--- config.mk ---
export PLATFORM = sky130hd
export DESIGN_NAME = bpt_queue
export DESIGN_NICKNAME = d
export VERILOG_FILES = /design/src/sv/bpt_pkg.sv /design/src/sv/bpt_queue.sv
export SDC_FILE = /design/constraint.sdc
export NUM_CORES = 1
export LEC_CHECK = 0
export ABC_AREA = 0
export BUFFER_PORTS_ARGS = -buffer_cell sky130_fd_sc_hd__buf_2
export CAP_MARGIN = 0
export CORE_ASPECT_RATIO = 1.25
export CORE_MARGIN = 3
export CORE_UTILIZATION = 25
export CTS_BUF_LIST = sky130_fd_sc_hd__clkbuf_2
export DETAILED_ROUTE_END_ITERATION = 6
export MAX_ROUTING_LAYER = met4
export SETUP_SLACK_MARGIN = 0.1
export SYNTH_ARGS = -nofsm -noshare
export SYNTH_HDL_FRONTEND = slang
export SYNTH_SLANG_ARGS = --single-unit
--- constraint.sdc ---
create_clock -name clk -period 2.45 [get_ports clk]
set_clock_uncertainty 0.2 [all_clocks]
set_input_delay 0.1225 -clock clk [delete_from_list [all_inputs] [get_ports clk]]
set_output_delay 0.1225 -clock clk [all_outputs]
set_load 0.02 [all_outputs]
--- src/sv/bpt_pkg.sv ---
`default_nettype none
package bpt_pkg;

  localparam int COORD_WIDTH_DEF = 20;
  localparam int FRAC_BITS_DEF   = 16;
  localparam int WEIGHT_W        = 32;
  localparam int TOL_W           = 16;
  // quotient bits: integer part below saturation plus one rounding bit
  localparam int QUOT_W          = WEIGHT_W + 1;
  localparam int QUEUE_DEPTH     = 4;

  localparam logic [TOL_W-1:0] TOL_RESET = 16'd1;
  localparam logic signed [WEIGHT_W-1:0] W_MAX = 32'sh7fff_ffff;
  localparam logic signed [WEIGHT_W-1:0] W_MIN = 32'sh8000_0000;

  // per-item classification handed from front to back
  typedef struct packed {
    logic neg0;
    logic neg1;
    logic sat0;
    logic sat1;
    logic degen;
  } flags_t;

endpackage
`default_nettype wire

--- src/sv/bpt_queue.sv ---
`default_nettype none
module bpt_queue #(
  parameter int W = 8
) (
  input  wire          clk,
  input  wire          rst_n,
  input  wire          push,
  input  wire [W-1:0]  wdata,
  input  wire          pop,
  output logic [W-1:0] rdata,
  output logic         full,
  output logic         empty
);
  import bpt_pkg::*;

  localparam int AW = $clog2(QUEUE_DEPTH);

  logic [W-1:0] mem_r [QUEUE_DEPTH];
  logic [AW-1:0] wp_r, rp_r;
  logic [AW:0] cnt_r;

  assign full  = (cnt_r == (AW+1)'(QUEUE_DEPTH));
  assign empty = (cnt_r == '0);
  assign rdata = mem_r[rp_r];

  // pointers and fill count
  always_ff @(posedge clk) begin
    if (!rst_n) begin
      wp_r  <= '0;
      rp_r  <= '0;
      cnt_r <= '0;
    end else begin
      if (push) wp_r <= wp_r + 1'b1;
      if (pop)  rp_r <= rp_r + 1'b1;
      if (push && !pop)      cnt_r <= cnt_r + 1'b1;
      else if (pop && !push) cnt_r <= cnt_r - 1'b1;
    end
  end

  // storage
  always_ff @(posedge clk) begin
    if (push) mem_r[wp_r] <= wdata;
  end

endmodule
`default_nettype wire

---- Word level (Yosys, flattened, before mapping) ----
Memories as Yosys holds them, arrays and structs flattened. A register that Yosys moved wholly into a read port is not among the register bits.
Index checks and enable logic that the tools add are counted.
operators by class
  eq/ne operators ......................... 1
  mux-type cells .......................... 6
  reduce and logical (&&, ||, !) cells .... 6
  add/sub/neg operators ................... 4
operator list
  cell                                               number
  2-to-1 mux 3 bit                                   2
  adder 2 x 1 -> 2 bit (second input constant)       2
  2-to-1 mux 2 bit                                   2
  adder 3 x 1 -> 3 bit (second input constant)       1
  == test 3 bit (second input constant)              1
  logical NOT 3 bit                                  1
  subtractor 3 x 1 -> 3 bit (second input constant)  1
  logical AND 1 bit                                  2
  logical NOT 1 bit                                  2
  2-to-1 mux 1 bit                                   2
  nonzero test 2 bit                                 1
word-level totals
  input bits .............................. 12
  logic and storage cells ................. 21
  memories ................................ 1
  output and inout bits ................... 10
  RAM bits ................................ 32
  register bits ........................... 7
memories
  memory  depth  bits a word  read ports  clocked after Yosys merged registers in  wr ports  RTL line         source
  mem_r   4      8            1           1                                        1         bpt_queue.sv:18  logic [W-1:0] mem_r [QUEUE_DEPTH];

---- Longest topological paths before layout ----
  word-level depth ........................ 4
  gate-level depth with buffers ........... 7
  depth with buffers taken out ............ 7

---- Worst setup path after synthesis ----
No wires, ideal clock.
  path kind ............................... register to register
  from .................................... register cnt_r[0]
  to ...................................... register cnt_r[2]
  cell stages (with the launch flop) ...... 5
  library setup time ...................... 0.070 ns
  clock period less this slack ............ 1.612 ns
  data arrival time ....................... 1.342 ns
  setup slack ............................. 0.838 ns
  buffers on the path ..................... 0
  data required time ...................... 2.180 ns
  cells stage by stage .................... dfxtp_1 fa_1 xor2_1 or3_1 a21boi_1
between the ends
  word-level cells in the longest chain between the ends .. 3
  elaborated cells on any way between the ends .. 4
  classes of those cells .................. add/sub (2); mux (2)
RTL lines
  item                       RTL line         source
  from (decl)                bpt_queue.sv:20  logic [AW:0] cnt_r;
  from (signal assigned)     bpt_queue.sv:35  if (push && !pop) cnt_r <= cnt_r + 1'b1;
  from (signal assigned)     bpt_queue.sv:36  else if (pop && !push) cnt_r <= cnt_r - 1'b1;
  subtractor 3 x 1 -> 3 bit  bpt_queue.sv:36
  2-to-1 mux 3 bit           bpt_queue.sv:36
  2-to-1 mux 3 bit *         bpt_queue.sv:35
Mark *: on every way between the ends. The rest lies on a longest branch, timed or not. The select of a mux whose other input is x is not followed.
A chain may end at the register's enable or synchronous reset.

---- Worst setup path after layout ----
  from .................................... input pop
  to ...................................... register cnt_r[2]
between the ends
  word-level cells in the longest chain between the ends .. 3
  elaborated cells on any way between the ends .. 5
  classes of those cells .................. mux (1); reduce/logical (4)
RTL lines
  item                                                    RTL line         source
  from (decl)                                             bpt_queue.sv:9   input wire pop,
  logical NOT 1 bit                                       bpt_queue.sv:35
  logical AND 1 bit                                       bpt_queue.sv:35
  2-to-1 mux 3 bit or nonzero test 2 bit (tied branches)  -
Several ways; a longest one is shown, not always the timed one.

==> load_flow_metrics.sql <==
INSERT INTO impl_metrics (metric_group, metric, value, unit) VALUES
('floorplan', 'die-height', '95.52', 'um'),
('timing', 'setup_viol', '0', ''),
('pwr', 'intPower', '1070', 'uW'),
('timing', 'layout_setup_ws', '0.4775', 'ns'),
('cells_and_area', 'final_common_cell', 'sky130_fd_sc_hd__edfxtp_1', ''),
('routing', 'drt_first_pass_iters', '4', ''),
('clock_tree', 'root_buffer', 'sky130_fd_sc_hd__clkbuf_2', ''),
('placed_design', 'gpl.final_weighted_congestion', '0.6801', ''),
('synthesis', 'synth_cell_type_count', '19', ''),
('clock_tree', 'numCtsBuffers', '5', ''),
('timing', 'maxClockFrequency', '0.5070', 'GHz'),
('cells_and_area', 'instances_no_fill', '208', ''),
('clock_tree', 'worst_setup_hold_path_clk_slew', '0.20', 'ns'),
('clock_tree', 'clkSinkCount', '41', ''),
('pwr', 'power.share.sequential', '0.587', ''),
('synthesis', 'yosysTopAreaCell', 'sky130_fd_sc_hd__edfxtp_1', ''),
('routing', 'post-route-drc-count', '0', ''),
('pwr', 'leakagePower', '0.0007137', 'uW'),
('global_routing', 'residual_overflow_from_global_routing', '0', ''),
('routing', 'routed_wire_length_per_instance', '12.47', 'um'),
('timing', 'setup_total_negative_slack', '0', 'ns'),
('clock_tree', 'tritoncts_clock_tree', 'done', ''),
('timing', 'max_slew.worst_pin.slew', '0.4583', 'ns'),
('pwr', 'switching_share', '0.2402', ''),
('cells_and_area', 'num-fill-cells', '622', ''),
('global_routing', 'grt_start_max_net_pins', '14', ''),
('synthesis', 'syn_area', '1603', 'sq um'),
('global_routing', 'grt_pass1_wl', '4236', 'um'),
('cells_and_area', 'finalNetCount', '140', ''),
('clock_tree', 'clock_path_buffers', '2', ''),
('synthesis', 'synthesized_flop_and_latch_total', '41', ''),
('routing', 'drt_iter0_markers', '7', ''),
('pwr', 'power.total', '1408', 'uW'),
('timing', 'final.min_clock_period', '1.972', 'ns'),
('timing', 'slew_violations', '0', ''),
('worst_setup_path', 'worst_setup_path_end_kind', 'register', ''),
('pwr', 'pwr-share-clk', '0.267', ''),
('global_routing', 'number_of_global_route_vias_before_repair', '932', ''),
('clock_tree', 'post_cts.repair.setup_buffers', '0', ''),
('placed_design', 'place.detailed.instances', '189', ''),
('routing', 'wl', '2594', 'um'),
('global_routing', 'globalRouteTotalUtil', '0.07963', ''),
('global_routing', 'antenna_found_initial', '0', ''),
('floorplan', 'area_of_the_core', '6206', 'sq um'),
('floorplan', 'pin_count', '22', ''),
('job', 'max_cap_violations', '0', ''),
('floorplan', 'floorplan.initialDensity', '0.2583', ''),
('status', 'status', 'complete, no violations', ''),
('cells_and_area', 'final_cell_mix', 'sky130_fd_sc_hd__edfxtp_1 (32), sky130_fd_sc_hd__buf_2 (21), sky130_fd_sc_hd__dlygate4sd3_1 (11)', ''),
('cells_and_area', 'finish.utilization', '0.3181', ''),
('floorplan', 'row_count', '32', ''),
('cells_and_area', 'final_layout_size_suffix_gt1_frac', '0.3089', ''),
('synthesis', 'sequential_cell_area_fraction_in_the_yosys_report', '0.7119', ''),
('global_routing', 'global_route_met2_usage', '0.1479', ''),
('routing', 'detailroute.via_count', '830', ''),
('timing', 'final.period_utilization', '0.8051', ''),
('worst_setup_path', 'path_class', 'primary input to register', ''),
('worst_setup_path', 'worst-endpoint-arrival', '2.10', 'ns'),
('worst_setup_path', 'worstSetupStartpointType', 'primary input', ''),
('synthesis', 'ys_top_cells_by_area', 'sky130_fd_sc_hd__edfxtp_1 (60%), sky130_fd_sc_hd__dfxtp_1 (11%), sky130_fd_sc_hd__mux4_2 (11%)', ''),
('pwr', 'power.density', '713.3', 'nW/um^2'),
('synthesis', 'yosysWarningCount', '0', ''),
('clock_tree', 'worst_skew_pair.late_latency', '0.36', 'ns'),
('cells_and_area', 'areaGrowthSynthToFinish', '23.18', '%'),
('placed_design', 'pre_cts_ws', '0.6155', 'ns'),
('placed_design', 'port-buffer-count', '21', ''),
('worst_setup_path', 'largest_fanout_on_the_critical_path', '3', ''),
('global_routing', 'globalRouteMet3Util', '0.03308', ''),
('placed_design', 'hpwl', '1850', 'um'),
('worst_setup_path', 'required', '2.58', 'ns'),
('routing', 'vias_per_cell', '3.990', '');
==> synth_stat cells <==
cell and instances:
sky130_fd_sc_hd__nor2b_1 2, sky130_fd_sc_hd__mux2i_1 2, sky130_fd_sc_hd__nor3_1 1, sky130_fd_sc_hd__a21boi_1 1, sky130_fd_sc_hd__o21ai_0 1, sky130_fd_sc_hd__mux4_2 8
sky130_fd_sc_hd__ha_1 5, sky130_fd_sc_hd__and2_1 9, sky130_fd_sc_hd__nor3b_1 1, sky130_fd_sc_hd__nand2_1 1, sky130_fd_sc_hd__or3_1 1, sky130_fd_sc_hd__xor2_1 3
sky130_fd_sc_hd__inv_1 4, sky130_fd_sc_hd__edfxtp_1 32, sky130_fd_sc_hd__buf_6 1, sky130_fd_sc_hd__fa_1 1, sky130_fd_sc_hd__dfxtp_1 9, sky130_fd_sc_hd__xnor2_1 2
sky130_fd_sc_hd__clkbuf_2 1
==> critical path: stages <==
cell and delay (ns):
sky130_fd_sc_hd__dlygate4sd3_1 0.53, sky130_fd_sc_hd__buf_2 0.14, sky130_fd_sc_hd__inv_1 0.06, sky130_fd_sc_hd__ha_1 0.18
sky130_fd_sc_hd__inv_1 0.06, sky130_fd_sc_hd__fa_1 0.37, sky130_fd_sc_hd__xor2_1 0.18, sky130_fd_sc_hd__or3_1 0.32
sky130_fd_sc_hd__a21boi_1 0.14
==> power by group through the flow <==
stage,logic (uW),registers (uW),clock network (uW)
4_1_cts,210,829,390
3_3_place_gp,186,840,0
6_report,205,827,376
2_1_floorplan,145,826,0
5_1_grt,226,836,420
3_5_place_dp,196,844,0
==> metal layers <==
metal	vias up	wire length, um
li1	392	-
met1	415	966
met2	20	1470
met3	3	132
met4	0	25
met5	-	0
==> repair_timing <==
item	4_1_cts	5_1_grt
hold endpoints to repair	41	0
hold buffers	11	0
gates resized for setup	0	1
endpoints found under the setup margin	0	2
==> cell families (layout without fill, tap and decap cells) <==
group | count (synthesis) | in the layout | synth area share
flops | 41 | 41 | 0.7119
simple gates | 15 | 15 | 0.05698
mux | 10 | 10 | 0.1249
fa+ha+maj | 6 | 6 | 0.05152
buf+inv | 6 | 44 | 0.01951
xor+xnor | 5 | 5 | 0.02733
compound gates | 2 | 2 | 0.007805
==> area by class of cell <==
type | instances | area (sq um) | share of cell area
tap | 85 | 106.4 | 0.05387
multi-input combinational | 38 | 430.4 | 0.2180
sequential | 41 | 1142 | 0.5786
timing repair buffer | 32 | 215.2 | 0.1090
clock buffer | 6 | 30.03 | 0.01521
clock inverter | 2 | 35.03 | 0.01774
inverter | 4 | 15.01 | 0.007605
==> sequential cells by signal (all words and copies together) (netlist names), named ones only <==
register  flops
wp_r          2
rp_r          2
cnt_r         3
mem_r        32
==> per-stage QoR <==
stage | cell area [sq um] | hold slack, ns
floorplan | 1603 | 0.02137
global placement | 1798 | 0.1375
detailed placement | 1798 | 0.1462
CTS | 1973 | 0.2480
global route | 1974 | 0.2286
finish | 1974 | 0.2693
==> worst paths after layout <==
| kind | from | end | slack (ns) | cells after the start |
|---|---|---|---|---|
| worst min-delay path | wdata[0] | mem_r[3][0]$_DFFE_PP_ | 0.27 | 2 |
| worst min register to register | cnt_r[2]$_SDFFE_PN0P_ | cnt_r[2]$_SDFFE_PN0P_ | 0.33 | 2 |
| worst max register to register | cnt_r[0]$_SDFFE_PN0P_ | cnt_r[2]$_SDFFE_PN0P_ | 0.72 | 4 |
| worst max-delay path | pop | cnt_r[2]$_SDFFE_PN0P_ | 0.48 | 9 |
(Power assumes the default switching activity.)
